===== config.mk =====
export PLATFORM = sky130hd
export DESIGN_NAME = ble_advert_packet_sequencer_top
export DESIGN_NICKNAME = d
export VERILOG_FILES = /design/src/design/bleaps_pkg.sv /design/src/design/bleaps_seq.sv /design/src/design/bleaps_dp.sv /design/src/design/ble_advert_packet_sequencer_top.sv
export VERILOG_INCLUDE_DIRS = /design/src /design/src/design
export SDC_FILE = /design/constraint.sdc
export NUM_CORES = 1
export LEC_CHECK = 0
export ABC_CLOCK_PERIOD_IN_PS = 5720
export BUFFER_PORTS_ARGS = -buffer_cell sky130_fd_sc_hd__buf_2
export CORE_MARGIN = 2
export CORE_UTILIZATION = 57
export CTS_CLUSTER_DIAMETER = 60
export CTS_CLUSTER_SIZE = 30
export DETAILED_ROUTE_END_ITERATION = 6
export PLACE_DENSITY_LB_ADDON = 0.05
export SLEW_MARGIN = 10
export SYNTH_ARGS = -nofsm -noshare
export SYNTH_HDL_FRONTEND = slang
export SYNTH_SLANG_ARGS = --single-unit

===== constraint.sdc =====
create_clock -name aclk -period 5.72 [get_ports aclk]
set_input_delay 0.286 -clock aclk [delete_from_list [all_inputs] [get_ports aclk]]
set_output_delay 0.286 -clock aclk [all_outputs]
set_load 0.1 [all_outputs]

===== src/design/assert_macros.svh =====
// Shared assertion helpers; every user has aclk and aresetn in scope.
`ifndef ASSERT_MACROS_SVH
`define ASSERT_MACROS_SVH

// same-cycle implication
`define ASSERT_IMP(label, ante, cons) \
    label: assert property (@(posedge aclk) disable iff (!aresetn) (ante) |-> (cons)) \
        else $error("assertion failed");

// next-cycle implication
`define ASSERT_NXT(label, ante, cons) \
    label: assert property (@(posedge aclk) disable iff (!aresetn) (ante) |=> (cons)) \
        else $error("assertion failed");

`endif


===== src/design/bleaps_pkg.sv =====
`default_nettype none

package bleaps_pkg;

    typedef enum logic [1:0] {
        CMD_TICK = 2'd0,
        CMD_SEND = 2'd1,
        CMD_DONE = 2'd2,
        CMD_NONE = 2'd3
    } cmd_t;

    typedef enum logic [1:0] {
        KIND_BYTE = 2'd0,
        KIND_TICK = 2'd1,
        KIND_SHUT = 2'd2
    } kind_t;

    typedef enum logic [3:0] {
        SRC_CONST,
        SRC_LEN,
        SRC_ID3,
        SRC_ID2,
        SRC_ID1,
        SRC_ID0,
        SRC_ANGLE,
        SRC_BATT
    } src_t;

    typedef enum logic [1:0] {
        JMP_NEXT,
        JMP_ODD,
        JMP_END
    } jmp_t;

    typedef logic [5:0] upc_t;

    typedef struct packed {
        kind_t      kind;
        src_t       src;
        logic [7:0] konst;
        logic       last;
        jmp_t       jmp;
    } ucode_t;

    typedef struct packed {
        logic [1:0] cmd;
        logic [7:0] angle;
        logic [7:0] battery;
    } in_word_t;

    typedef struct packed {
        logic [1:0] kind;
        logic [7:0] data_byte;
        logic       last;
        logic [6:0] rf_frequency;
        logic [5:0] whitening_channel;
        logic       converter_on;
        logic       oscillator_on;
    } out_word_t;

    localparam upc_t PC_TICK   = 6'd0;
    localparam upc_t PC_SHUT   = 6'd1;
    localparam upc_t PC_PRE    = 6'd2;
    localparam upc_t PC_NAME   = 6'd40;
    localparam upc_t PC_LIMIT  = 6'd56;

    localparam logic [7:0] LEN_NAME   = 8'd25;
    localparam logic [7:0] LEN_BEACON = 8'd36;

    localparam logic [7:0] THRESH_RESET = 8'd23;

    localparam logic [1:0] CHAN_LAST = 2'd2;

    function automatic ucode_t uw(input logic [7:0] b);
        return '{kind: KIND_BYTE, src: SRC_CONST, konst: b, last: 1'b0, jmp: JMP_NEXT};
    endfunction

    function automatic ucode_t us(input src_t s);
        return '{kind: KIND_BYTE, src: s, konst: 8'h00, last: 1'b0, jmp: JMP_NEXT};
    endfunction

    function automatic ucode_t ulast(input logic [7:0] b);
        return '{kind: KIND_BYTE, src: SRC_CONST, konst: b, last: 1'b1, jmp: JMP_END};
    endfunction

    // Microprogram: one entry per result word.
    function automatic ucode_t ucode_rom(input upc_t pc);
        ucode_t w;
        unique case (pc)
            6'd0:  w = '{kind: KIND_TICK, src: SRC_CONST, konst: 8'h00, last: 1'b1, jmp: JMP_END};
            6'd1:  w = '{kind: KIND_SHUT, src: SRC_CONST, konst: 8'h00, last: 1'b1, jmp: JMP_END};
            // header and address
            6'd2:  w = uw(8'h42);
            6'd3:  w = us(SRC_LEN);
            6'd4:  w = us(SRC_ID3);
            6'd5:  w = us(SRC_ID2);
            6'd6:  w = us(SRC_ID1);
            6'd7:  w = us(SRC_ID0);
            6'd8:  w = uw(8'h00);
            6'd9:  w = uw(8'h00);
            6'd10: w = uw(8'h02);
            6'd11: w = uw(8'h01);
            6'd12: w = '{kind: KIND_BYTE, src: SRC_CONST, konst: 8'h04, last: 1'b0, jmp: JMP_ODD};
            // beacon record
            6'd13: w = uw(8'h1A);
            6'd14: w = uw(8'hFF);
            6'd15: w = uw(8'h4C);
            6'd16: w = uw(8'h00);
            6'd17: w = uw(8'h02);
            6'd18: w = uw(8'h15);
            6'd19: w = uw(8'h3B);
            6'd20: w = uw(8'h0C);
            6'd21: w = uw(8'h44);
            6'd22: w = uw(8'hC6);
            6'd23: w = uw(8'h55);
            6'd24: w = uw(8'hA8);
            6'd25: w = uw(8'hF9);
            6'd26: w = uw(8'h55);
            6'd27: w = uw(8'h32);
            6'd28: w = uw(8'hEB);
            6'd29: w = uw(8'h6A);
            6'd30: w = uw(8'hB2);
            6'd31: w = uw(8'h65);
            6'd32: w = uw(8'h42);
            6'd33: w = uw(8'hFE);
            6'd34: w = uw(8'h1A);
            6'd35: w = uw(8'h00);
            6'd36: w = uw(8'h00);
            6'd37: w = us(SRC_ANGLE);
            6'd38: w = us(SRC_BATT);
            6'd39: w = ulast(8'hC5);
            // name record
            6'd40: w = uw(8'h0F);
            6'd41: w = uw(8'h08);
            6'd42: w = uw(8'h4F);
            6'd43: w = uw(8'h70);
            6'd44: w = uw(8'h65);
            6'd45: w = uw(8'h6E);
            6'd46: w = uw(8'h42);
            6'd47: w = uw(8'h65);
            6'd48: w = uw(8'h61);
            6'd49: w = uw(8'h63);
            6'd50: w = uw(8'h6F);
            6'd51: w = uw(8'h6E);
            6'd52: w = uw(8'h20);
            6'd53: w = uw(8'h54);
            6'd54: w = uw(8'h61);
            6'd55: w = ulast(8'h67);
            default: w = ulast(8'h00);
        endcase
        return w;
    endfunction

    function automatic logic [6:0] chan_freq(input logic [1:0] ch);
        logic [6:0] f;
        unique case (ch)
            2'd1:    f = 7'd26;
            2'd2:    f = 7'd80;
            default: f = 7'd2;
        endcase
        return f;
    endfunction

    function automatic logic [5:0] chan_white(input logic [1:0] ch);
        logic [5:0] c;
        unique case (ch)
            2'd1:    c = 6'd38;
            2'd2:    c = 6'd39;
            default: c = 6'd37;
        endcase
        return c;
    endfunction

endpackage

`default_nettype wire


===== src/design/bleaps_seq.sv =====
`default_nettype none

module bleaps_seq
    import bleaps_pkg::*;
(
    input  wire logic   aclk,
    input  wire logic   aresetn,
    input  wire logic   start,
    input  wire upc_t   start_pc,
    input  wire logic   step,
    input  wire logic   parity_odd,
    output logic        busy,
    output ucode_t      ctrl
);

    upc_t pc_reg, pc_next;
    logic busy_reg, busy_next;

    assign ctrl = ucode_rom(pc_reg);
    assign busy = busy_reg;

    always_comb begin
        pc_next   = pc_reg;
        busy_next = busy_reg;
        if (start) begin
            pc_next   = start_pc;
            busy_next = 1'b1;
        end else if (step) begin
            unique case (ctrl.jmp)
                JMP_NEXT: pc_next = pc_reg + 6'd1;
                JMP_ODD:  pc_next = parity_odd ? PC_NAME : pc_reg + 6'd1;
                JMP_END:  busy_next = 1'b0;
                default:  busy_next = 1'b0;
            endcase
        end
    end

    always_ff @(posedge aclk) begin
        if (!aresetn) begin
            pc_reg   <= PC_TICK;
            busy_reg <= 1'b0;
        end else begin
            pc_reg   <= pc_next;
            busy_reg <= busy_next;
        end
    end

`include "assert_macros.svh"

    `ASSERT_IMP(a_pc_in_range, busy_reg, pc_reg < PC_LIMIT)
    `ASSERT_NXT(a_end_stops, step && ctrl.jmp == JMP_END, !busy_reg)
    `ASSERT_IMP(a_start_idle, start, !busy_reg)

endmodule

`default_nettype wire


===== src/design/bleaps_dp.sv =====
`default_nettype none

module bleaps_dp
    import bleaps_pkg::*;
(
    input  wire logic        aclk,
    input  wire logic        aresetn,
    input  wire logic        load,
    input  wire logic [7:0]  angle,
    input  wire logic [7:0]  battery,
    input  wire logic        step,
    input  wire ucode_t      ctrl,
    input  wire logic [31:0] device_id,
    input  wire logic [7:0]  threshold,
    input  wire logic        parity_odd,
    input  wire logic [1:0]  chan,
    input  wire logic        m_ready,
    output logic             m_valid,
    output out_word_t        m_data,
    output logic             out_free
);

    logic [7:0] angle_reg, batt_reg;
    logic       valid_reg, valid_next;
    out_word_t  data_reg, data_next;
    logic [7:0] byte_val;

    assign out_free = !valid_reg || m_ready;
    assign m_valid  = valid_reg;
    assign m_data   = data_reg;

    always_comb begin
        unique case (ctrl.src)
            SRC_LEN:   byte_val = parity_odd ? LEN_NAME : LEN_BEACON;
            SRC_ID3:   byte_val = device_id[31:24];
            SRC_ID2:   byte_val = device_id[23:16];
            SRC_ID1:   byte_val = device_id[15:8];
            SRC_ID0:   byte_val = device_id[7:0];
            SRC_ANGLE: byte_val = angle_reg;
            SRC_BATT:  byte_val = batt_reg;
            default:   byte_val = ctrl.konst;
        endcase
    end

    always_comb begin
        data_next      = '0;
        data_next.kind = ctrl.kind;
        data_next.last = ctrl.last;
        unique case (ctrl.kind)
            KIND_BYTE: begin
                data_next.data_byte         = byte_val;
                data_next.rf_frequency      = chan_freq(chan);
                data_next.whitening_channel = chan_white(chan);
            end
            KIND_TICK: begin
                data_next.converter_on  = (batt_reg >= threshold);
                data_next.oscillator_on = 1'b1;
            end
            default: begin
            end
        endcase
        valid_next = valid_reg;
        if (step) begin
            valid_next = 1'b1;
        end else if (m_ready) begin
            valid_next = 1'b0;
        end
    end

    always_ff @(posedge aclk) begin
        if (!aresetn) begin
            valid_reg <= 1'b0;
        end else begin
            valid_reg <= valid_next;
        end
    end

    always_ff @(posedge aclk) begin
        if (load) begin
            angle_reg <= angle;
            batt_reg  <= battery;
        end
        if (step) begin
            data_reg <= data_next;
        end
    end

endmodule

`default_nettype wire


===== src/design/ble_advert_packet_sequencer_top.sv =====
`default_nettype none

// channel   dir  handshake             word
// s_*       in   s_valid / s_ready     in_word_t  (cmd, angle, battery)
// m_*       out  m_valid / m_ready     out_word_t (one result per word)
// apb       in   psel/penable/pwrite   device_id @0x0, converter_threshold @0x4
//
// A tick or shutdown gives one word; a packet gives 27 (odd sequence) or 38
// (even sequence) words, one per cycle while m_ready holds.
// The microcode step counter emits one word per step; s_ready is low from
// the accepting edge until the step that loads the last word.
// The output register lets the next word be accepted while that last word waits.
// Synchronous active-low reset; no clearing pass.
module ble_advert_packet_sequencer_top
    import bleaps_pkg::*;
(
    input  wire logic        aclk,
    input  wire logic        aresetn,
    input  wire logic        s_valid,
    output logic             s_ready,
    input  wire in_word_t    s_data,
    output logic             m_valid,
    input  wire logic        m_ready,
    output out_word_t        m_data,
    input  wire logic        psel,
    input  wire logic        penable,
    input  wire logic        pwrite,
    input  wire logic [2:0]  paddr,
    input  wire logic [31:0] pwdata,
    output logic [31:0]      prdata,
    output logic             pready
);

    logic [31:0] id_reg;
    logic [7:0]  thr_reg;
    logic        parity_reg, parity_next;
    logic [1:0]  chan_reg, chan_next;

    logic   accept, start, step, busy, out_free, cfg_wr;
    upc_t   start_pc;
    ucode_t ctrl;
    cmd_t   cmd;

    assign pready = 1'b1;
    assign cfg_wr = psel && penable && pwrite;
    assign prdata = paddr[2] ? {24'd0, thr_reg} : id_reg;

    assign s_ready = !busy;
    assign accept  = s_valid && s_ready;
    assign cmd     = cmd_t'(s_data.cmd);
    assign step    = busy && out_free;

    always_comb begin
        parity_next = parity_reg;
        chan_next   = chan_reg;
        start       = 1'b0;
        start_pc    = PC_TICK;
        if (accept) begin
            unique case (cmd)
                CMD_TICK: begin
                    parity_next = !parity_reg;
                    chan_next   = 2'd0;
                    start       = 1'b1;
                    start_pc    = PC_TICK;
                end
                CMD_SEND: begin
                    start    = 1'b1;
                    start_pc = PC_PRE;
                end
                CMD_DONE: begin
                    start = 1'b1;
                    // third channel done (or stray index): shut down
                    if (chan_reg >= CHAN_LAST) begin
                        chan_next = 2'd0;
                        start_pc  = PC_SHUT;
                    end else begin
                        chan_next = chan_reg + 2'd1;
                        start_pc  = PC_PRE;
                    end
                end
                default: begin
                end
            endcase
        end
    end

    always_ff @(posedge aclk) begin
        if (!aresetn) begin
            id_reg     <= 32'd0;
            thr_reg    <= THRESH_RESET;
            parity_reg <= 1'b0;
            chan_reg   <= 2'd0;
        end else begin
            parity_reg <= parity_next;
            chan_reg   <= chan_next;
            if (cfg_wr) begin
                if (paddr[2]) begin
                    thr_reg <= pwdata[7:0];
                end else begin
                    id_reg <= pwdata;
                end
            end
        end
    end

    bleaps_seq u_seq (
        .aclk       (aclk),
        .aresetn    (aresetn),
        .start      (start),
        .start_pc   (start_pc),
        .step       (step),
        .parity_odd (parity_reg),
        .busy       (busy),
        .ctrl       (ctrl)
    );

    bleaps_dp u_dp (
        .aclk       (aclk),
        .aresetn    (aresetn),
        .load       (accept),
        .angle      (s_data.angle),
        .battery    (s_data.battery),
        .step       (step),
        .ctrl       (ctrl),
        .device_id  (id_reg),
        .threshold  (thr_reg),
        .parity_odd (parity_reg),
        .chan       (chan_reg),
        .m_ready    (m_ready),
        .m_valid    (m_valid),
        .m_data     (m_data),
        .out_free   (out_free)
    );

`include "assert_macros.svh"

    `ASSERT_IMP(a_chan_range, 1'b1, chan_reg != 2'd3)
    `ASSERT_IMP(a_ctl_last, m_valid && m_data.kind != KIND_BYTE, m_data.last)
    `ASSERT_NXT(a_tick_flips, accept && cmd == CMD_TICK, parity_reg != $past(parity_reg))

endmodule

`default_nettype wire


Word-level counts from Yosys, hierarchy flattened
Memories as Yosys holds them, arrays and structs flattened. A register that Yosys moved wholly into a read port is not among the register bits.
Index checks and enable logic that the tools add are counted.
Operators by class
  div/mod/pow operators: 0
  $lt $le $gt $ge: 2
  eq/ne operators: 14
  mux-type cells: 24
  reductions and logical operators: 23
  $mul: 0
  shifts and indexed selects: 0
  bitwise logic cells: 1
  $add $sub $neg: 2
Operators by type and width (count)
  $pmux 8 s7: 1
  $mux 6: 6
  $mux 32: 1
  $eq 4x3->1 const B: 4
  $pmux 7 s2: 1
  $pmux 2 s2: 3
  $pmux 6 s2: 1
  $reduce_and 2->1: 6
  $eq 2x1->1 const B: 4
  $eq 4x2->1 const B: 2
  $ge 8x8->1: 1
  $mux 1: 8
  $add 6x1->6 const B: 1
  $logic_not 2->1: 3
  $mux 2: 3
  $reduce_bool 2->1: 3
  $eq 2x2->1 const B: 2
  $eq 4x1->1 const B: 1
  $logic_and 1x1->1: 4
  $logic_not 1->1: 3
  $reduce_bool 3->1: 1
  $reduce_or 3->1: 1
  $add 2x1->2 const B: 1
  $ge 2x2->1 const B: 1
  4 further kinds: 4
Storage, ports and cells
  word-level logic and storage cells: 83
  bits in read-only memories: 1024
  memories: 1
  bits in writable memories: 0
  bits in registers: 93
  bits of input ports: 60
  latch bits: 0
Memory list
  (no name shown): depth 64, bits a word 16, read ports 1, clocked after memory_dff 1, write ports 0, RTL line bleaps_pkg.sv:89  | unique case (pc)

Logic depth before layout (Yosys ltp)
Gate-level depths: netlist (run 1).
  depth in word-level cells: 8
  depth in mapped cells: 12

Cells and area by module
Synthesis (run 1) repeated with hierarchy kept, for this count alone.
Second synthesis, totals
  cells, all modules: 631
  area, all modules: 5962.0 um^2
By module, submodules not included
  ble_advert_packet_sequencer_top: instances 1, area an instance 2103.3 um^2, seq. area each 860.8 um^2, cells an instance 234
  bleaps_dp: instances 1, area an instance 2088.3 um^2, seq. area each 1071.0 um^2, cells an instance 173
  bleaps_seq: instances 1, area an instance 1770.4 um^2, seq. area each 440.4 um^2, cells an instance 224

Least setup slack after synthesis (run 1)
Ideal clock, no wire load.
  kind: reg2reg
  start: register u_dp.valid_reg, in the netlist u_dp.m_valid
  end: register, netlist name u_seq.ctrl[3]
  setup time: 0.064 ns
  required time: 5.656 ns
  data arrival time: 3.281 ns
  cell stages (with the launch flop): 12
  path slack: 2.375 ns
  cells stage by stage: dfxtp_1 -> nor2b_1 -> clkbuf_1 -> a211oi_1 -> a2111oi_4 -> inv_2 -> ha_1 -> clkbuf_1 -> xnor2_1 -> a32oi_1 -> or3_1 -> nand4_1
Between the ends
  cells in the longest elaborated chain, start to end: 7
Ends and longest elaborated chain
  start, declared: RTL line bleaps_dp.sv:24  | logic valid_reg, valid_next;
  start signal, assigned: RTL line bleaps_dp.sv:74  | valid_reg <= valid_next;
  $logic_not 1->1: RTL line bleaps_dp.sv:28  | assign out_free = !valid_reg || m_ready;
  $logic_or 1x1->1: RTL line bleaps_dp.sv:28
  $logic_and 1x1->1: RTL line ble_advert_packet_sequencer_top.sv:51  | assign step = busy && out_free;
  $reduce_bool 2->1 (no line)
  $reduce_and 2->1 (no line)
  $mux 6 (no line) (2 in a row)
Every way passes these cells.
A chain may end at the register's enable or synchronous reset.

Final worst setup path (run 1)
  start: register chan_reg[0]
  end: register, netlist name u_seq.ctrl[3]
Between the ends
  cells in the longest elaborated chain, start to end: 7
Ends and longest elaborated chain
  start, declared: RTL line ble_advert_packet_sequencer_top.sv:37  | logic [1:0] chan_reg, chan_next;
  start signal, assigned: RTL line ble_advert_packet_sequencer_top.sv:95  | chan_reg <= chan_next;
  $ge 2x2->1: RTL line ble_advert_packet_sequencer_top.sv:73  | if (chan_reg >= CHAN_LAST) begin
  $mux 2: RTL line ble_advert_packet_sequencer_top.sv:73
  $pmux 2 s2: RTL line ble_advert_packet_sequencer_top.sv:59  | unique case (cmd)
  $mux 2: RTL line ble_advert_packet_sequencer_top.sv:58  | if (accept) begin
  $mux 6: RTL line bleaps_seq.sv:25  | if (start) begin
  $mux 6 (no line) (2 in a row)
Every way passes these cells.

==> metrics.md, run 1 <==
| Metric | Value |
|---|---|
| Status | complete, no violations |
| Post-Route Setup TNS | 0 ps |
| Synth warnings | 0 |
| Worst Setup SP | chan_reg[0] |
| Worst R2R Setup Slack | around 2200 ps |
| Sink Count | 101 |
| Number of gates resized after CTS | 0 |
| Nets | slightly below 800 |
| Max_cap viols | 0 |
| Ports | 121 |
| Via density | 5.93 |
| DR WL/cell | 17.0 um |
| Cell family with most CP delay | compound AO/OA/AOI/OAI gates |
| Met1 GRT Util | 0.385 |
| Post-synth EDFFs | 35 |
| CTS tree | built |
| Worst-Margin Slew | roughly 990 ps |
| Critical path data arrival time | approximately 3800 ps |
| Total die area | slightly above 10,000 um2 |
| Via Count | between 4,000 and 5,000 |
| PwrDens | between 200 and 250 nW/um2 |
| Worst Path Required | 6020 ps |
| CP Capture Type | flip-flop |
| Worst Hold Class | in2reg |
| Clock tree buffer depth | 2 |
| Slew Limit Fails | 0 |
| Max-slew headroom | 0.339 |
| Total gr overflow | 0 |
| Post-CTS Setup Repair Bufs | 0 |
| Synth Instances | 615 |
| Core area | around 9000 um2 |
| Highest clock rate | between 200 and 300 MHz |
| Height of the die | 101 um |
| Number of cell rows | 35 |
| Area Growth Syn to Fin | 13.5% |
| Register area share after synthesis | 0.438 |
| RSZ-0062 raised after global routing | no |
| Startpoint Class | flip-flop |
| Vias in the first global route | 4,413 |
| CTS Hold Buffers Added | 0 |
| Reg clk slew, reported paths | 90 ps |
| Post-route ant nets | 0 |
| Synth top area cells | dfxtp_1 (24%), edfxtp_1 (19%), nand2_1 (7.0%), ha_1 (5.8%), a21oi_1 (5.7%) |
| Worst Path Buf+Inv | 2 |
| Detailed Route WL | 14,200 um |
| WS Path Type | reg2reg |
| # DRC | 0 |
| Worst-skew pair later-pin latency | roughly 370 ps |
| Gpl congestion | ~1 |
| Worst path slowest cell | a2111oi_4 |
| Synth Area per Inst | approximately 8.8 um2 |
| RR Endpoint | u_seq.ctrl[3] |
| Minimum clock period | between 3000 and 4000 ps |
| Worst Setup EP | u_seq.ctrl[3] |
| DP Area | just under 6000 um2 |
| Reg2reg path depth | 11 |
| Max reg flops | 32 |
| Antenna violations before repair | 0 |
| Worst vdd ir | ~0.00021 V |
| CP Cell Sequence | inv_1 > ha_1 > nor3b_1 > o21ai_0 > a2111oi_4 > inv_2 > ha_1 > xnor2_1 > a32oi_1 > or3_1 > nand4_1 |
| Critical path peak fanout | 12 |
| Synth cell types | 59 |
| Mapped Area | 5410 um2 |
| Top cell type's share of synthesized area | 0.244 |
| First-pass GRT wire length | 22,200 um |
| Final Hold Viols | 0 |
| Reg2reg start | chan_reg[0] |
| Share of post-route cells with drive strength above 1 | 0.220 |
| Delay of the slowest critical-path stage | 900 ps |
| Port Buffers | ~110 |
| Most used flip-flop cell after synthesis | dfxtp_1 |
| Dpl hpwl | approximately 10,000 um |
| Yosys top cell by area | dfxtp_1 |
| Die W | just over 100 um |
| Initial core utilization | 0.586 |
| Count of final setup violators | 0 |
| Iteration-0 DRC count of the detailed router | between 400 and 500 |
| Final period utilization | 0.620 |
| N_diodes | 0 |
| Ys async rst share | 0 |
| Total CTS buffers | 9 |
| Clock skew | 10.1 ps |
| Crit-path most repeated cell | ha_1 |
| Largest net degree at the start of global routing | 47 |
| GR peak layer | met2 |
| All-layer global routing usage | 0.281 |
| Levels on crit path | 11 |
| Pre-antenna DRT Iters | 5 |
| Met2 global-route usage | 0.435 |
| Post-route cell area | between 6000 and 7000 um2 |
| Met3 Track Usage GR | 0.0752 |
| Synthesis-stage register bit count | a little over 100 |
| P_leak | 2.47 nW |
| H-Tree Depth | 3 |
| Clk root buf | clkbuf_8 |
-- cell families (layout without fill, tap and decap cells) --
group / after synthesis / after routing / share of synthesized area
and+or+nand+nor: 225 / 225 / 0.198
buffers and inverters: 76 / 160 / 0.0597
adders and majority gates: 25 / 25 / 0.0578
DFF: 101 / 101 / 0.438
muxes: 19 / 19 / 0.0419
other: 2 / 6 / 0.00139
xor gates and xnor gates: 3 / 3 / 0.00486
AOI/OAI and AO/OA: 164 / 164 / 0.198
-- power by group --
group | internal (mW) | switching, mW
registers | 0.771 | 0.0175
logic | 0.0597 | 0.194
clock network | 0.171 | 0.236
-- per-layer routing --
| layer | wire length (um) | share of wire |
|---|---|---|
| met1 | 6270 | 0.44 |
| met2 | 6470 | 0.46 |
| met3 | 1140 | 0.080 |
| met4 | 282 | 0.020 |
| met5 | 0 | 0 |
-- synthesized netlist by cell type (6+ instances only) --
cell,instances
mux2_2,9
nand2_1,101
a32oi_1,8
edfxtp_1,35
o21ai_0,33
nand2b_1,8
a21oi_1,62
nand3_1,23
inv_1,22
clkbuf_1,31
o211ai_1,9
nor2b_1,32
nor2_1,31
dfxtp_1,66
ha_1,25
a22o_1,6
buf_4,9
mux2i_1,8
buf_1,6
-- through the flow --
stage               power, mW  hold slack (ps)  worst slack, ps  instances   util
global placement         1.05              444             2220        816  0.646
CTS                      1.46             67.7             2260        832  0.664
global route             1.50             58.6             1970        832  0.665
floorplan               0.998              385             2370        619      -
detailed placement       1.06              451             2220        816  0.646
finish                   1.45             83.4             2170        832  0.665
-- layout make-up --
type	instances	area, um2
clock inverter	3	21.3
fill	789	3100
tap	129	161
sequential	101	2370
multi-input combinational	442	2740
clock buffer	13	149
inverter	27	101
timing repair buffer	117	598
-- placed cells by master (no fill, tap or decap), types with 4 or more instances in the layout --
master,n
nor2_1,30
inv_1,22
a21oi_1,62
nor3_1,5
a21o_1,4
buf_2,112
o22ai_1,4
ha_1,25
nor2b_1,31
a32oi_1,8
mux2i_1,8
inv_2,5
nand3_1,23
edfxtp_1,35
nand2b_1,7
a211oi_1,4
nand2_1,101
dfxtp_1,66
o21ai_0,33
a22o_1,6
buf_4,5
o31ai_1,5
a31oi_1,5
o211ai_1,9
conb_1,6
clkbuf_8,10
nand4_1,5
mux2_2,9
-- how the worst min path moves through the flow --
stage,cells past startpoint,to,slack [ps],from
after global routing,1,u_dp.batt_reg[6],60,s_data[6]
final,1,u_dp.batt_reg[6],80,s_data[6]
after detailed placement,2,id_reg[8],450,id_reg[8]
after global placement,2,id_reg[12],440,id_reg[12]
after CTS,1,u_dp.batt_reg[6],70,s_data[6]
after floorplan,0,u_dp.angle_reg[0],380,s_data[8]
(Power assumes the default switching activity.)
==> run 2, diff against run 1 <==
ABC_CLOCK_PERIOD_IN_PS = 3690   (was 5720)
CORE_UTILIZATION = 55   (was 57)
clock period = 3.69 ns   (was 5.72 ns; I/O delays follow)
==> metrics.md, run 2 (same netlist as run 1, synthesis figures left out) <==
| Metric | Value |
|---|---|
| Dpl hpwl | 10,800 um |
| Largest net degree at the start of global routing | 42 |
| Max_cap viols | 0 |
| Sequential share of power | 0.525 |
| Switch share | 0.326 |
| Status | complete, no violations |
| Clk root buf | clkbuf_8 |
| Logic pwr share | 0.178 |
| Antenna violations before repair | 0 |
| WHS Endpoint | u_dp.angle_reg[3] |
| Crit-path most repeated cell | ha_1 |
| Area Growth Syn to Fin | 18.1% |
| Port Buffers | between 100 and 150 |
| Sink Count | between 100 and 150 |
| Met2 WL post-DR | 7030 um |
| Total gr overflow | 0 |
| Highest clock rate | 338 MHz |
| Max reg flops | 32 |
| Top layer reached by signal wires | met4 |
| Post-route ant nets | 0 |
| Reg clk slew, reported paths | 110 ps |
| Total CTS buffers | 9 |
| Nets | 808 |
| Height of the die | between 100 and 150 um |
| RSZ-0062 raised after global routing | no |
| Worst R2R Setup Slack | 730 ps |
| Ports | roughly 120 |
| Final Hold Viols | 0 |
| PwrDens | between 300 and 400 nW/um2 |
| Worst Hold Class | in2reg |
| Iteration-0 DRC count of the detailed router | 380 |
| First-pass GRT wire length | approximately 23,000 um |
| Worst-skew pair later-pin latency | between 300 and 400 ps |
| Reg2reg path depth | 12 |
| Detailed Route WL | around 15,000 um |
| Commonest cells after routing, fill and taps aside | buf_2 (112), nand2_1 (101), dfxtp_1 (66) |
| Worst-Margin Slew | between 800 and 900 ps |
| Worst Path Buf+Inv | 3 |
| CP Capture Type | flip-flop |
| Via density | between 5 and 6 |
| Layout Cells excl Fill | ~860 |
| Placed Instances | about 830 |
| RR Endpoint | u_seq.ctrl[3] |
| WHS Path Cells | 1 |
| Switching power total | ~0.76 mW |
| Clock tree buffer depth | 2 |
| Pint | 1.57 mW |
| CTS tree | built |
| N_diodes | 0 |
| Minimum clock period | just under 3000 ps |
| Worst vdd ir | 0.000263 V |
| Worst path slowest cell | ha_1 |
| # DRC | 0 |
| Total die area | 10,600 um2 |
| All-layer global routing usage | 0.284 |
| Met3 wire len | 1100 um |
| Number of cell rows | 36 |
| Initial core utilization | 0.561 |
| Reg2reg start | chan_reg[0] |
| Worst Path Required | ~4000 ps |
| Pre-antenna DRT Iters | 6 |
| Met1 WL | 6430 um |
| Share of post-route cells with drive strength above 1 | 0.231 |
| Via Count | slightly below 5,000 |
| Final period utilization | 0.802 |
| Number of gates resized after CTS | 0 |
| Count of final setup violators | 0 |
| H-Tree Depth | 3 |
| Max-slew headroom | 0.410 |
| Die W | ~100 um |
| Critical path data arrival time | between 3000 and 4000 ps |
| CP Cell Sequence | inv_1 > ha_1 > nor3b_1 > o21ai_0 > a2111oi_4 > buf_4 > inv_2 > ha_1 > xnor2_1 > a32oi_1 > or3_1 > nand4_1 |
| Critical path peak fanout | 8 |
| Vias in the first global route | between 4,000 and 5,000 |
| Startpoint Class | flip-flop |
| DR WL/cell | between 15 and 20 um |
| P_leak | 2.60 nW |
| Clock power frac | 0.297 |
| Delay of the slowest critical-path stage | approximately 450 ps |
| Post-CTS Setup Repair Bufs | 0 |
| Worst Min Path Start | s_data[11] |
| Core area | between 9000 and 10,000 um2 |
| Cell family with most CP delay | compound AO/OA/AOI/OAI gates |
| Commonest non-fill, non-tap cell in the layout | buf_2 |
| WS Path Type | reg2reg |
| Gpl congestion | between 0.9 and 1 |
| Slew Limit Fails | 0 |
| Clock skew | about 16 ps |
| Post-Route Setup TNS | 0 ps |
## run 2: cell count changes in the layout (fill, tap and decap cells not counted), moves of 2 or more
cell	delta
clkbuf_1	-2
dlygate4sd3_1	+13
inv_8	+2
buf_4	+12
## run 2: layout make-up
type	count	area [um2]
fill	858	3250
tap	133	166
sequential	101	2370
multi-input combinational	442	2740
inverter	27	101
clock inverter	6	65.1
clock buffer	10	128
timing repair buffer	142	818
## run 2: worst max-delay path by stage
stage,depth (start not counted),from,slack (ps),endpoint
floorplan,11,u_dp.m_valid,340,u_seq.ctrl[3]
global placement,12,chan_reg[0],810,u_seq.ctrl[3]
detailed placement,12,chan_reg[0],760,u_seq.ctrl[3]
CTS,12,chan_reg[0],720,u_seq.ctrl[3]
global route,12,chan_reg[0],480,u_seq.ctrl[3]
finish,12,chan_reg[0],730,u_seq.ctrl[3]
## run 2: through the flow
step | cell area, um2 | total power [mW] | setup slack [ps] | utilization | hold slack (ps)
finish | 6390 | 2.33 | 729 | 0.663 | 17.4
global route | 6390 | 2.41 | 477 | 0.663 | 8.96
CTS | 6390 | 2.34 | 718 | 0.663 | 13.8
detailed placement | 6060 | 1.65 | 764 | 0.629 | 363
global placement | 6060 | 1.64 | 814 | 0.629 | 362
floorplan | 5430 | 1.55 | 345 | - | 283
## run 2: worst register-to-register path: stages (launching register included)
cell and delay [ps]:
dfxtp_1 390, inv_1 90, ha_1 240, nor3b_1 170, o21ai_0 230, a2111oi_4 440
buf_4 220, inv_2 40, ha_1 450, xnor2_1 160, a32oi_1 60, or3_1 320
nand4_1 90
## run 2: per-layer routing
layer  up-vias  GRT usage
li1       2386          -
met2       215      0.454
met3        26     0.0457
met1      2307      0.395
met5         -          0
met4         0     0.0962
## run 2: power by group through the flow
stage	combinational, mW	sequential [mW]	clock [mW]
after floorplan	0.235	1.31	0
after global placement	0.397	1.25	0
after detailed placement	0.401	1.25	0
after CTS	0.413	1.22	0.704
after global routing	0.441	1.23	0.744
final	0.414	1.22	0.691
## run 2: timing repair
item,in CTS,in global routing
endpoints found under the hold margin,13,0
hold buffers,13,0
setup endpoints to repair,0,0
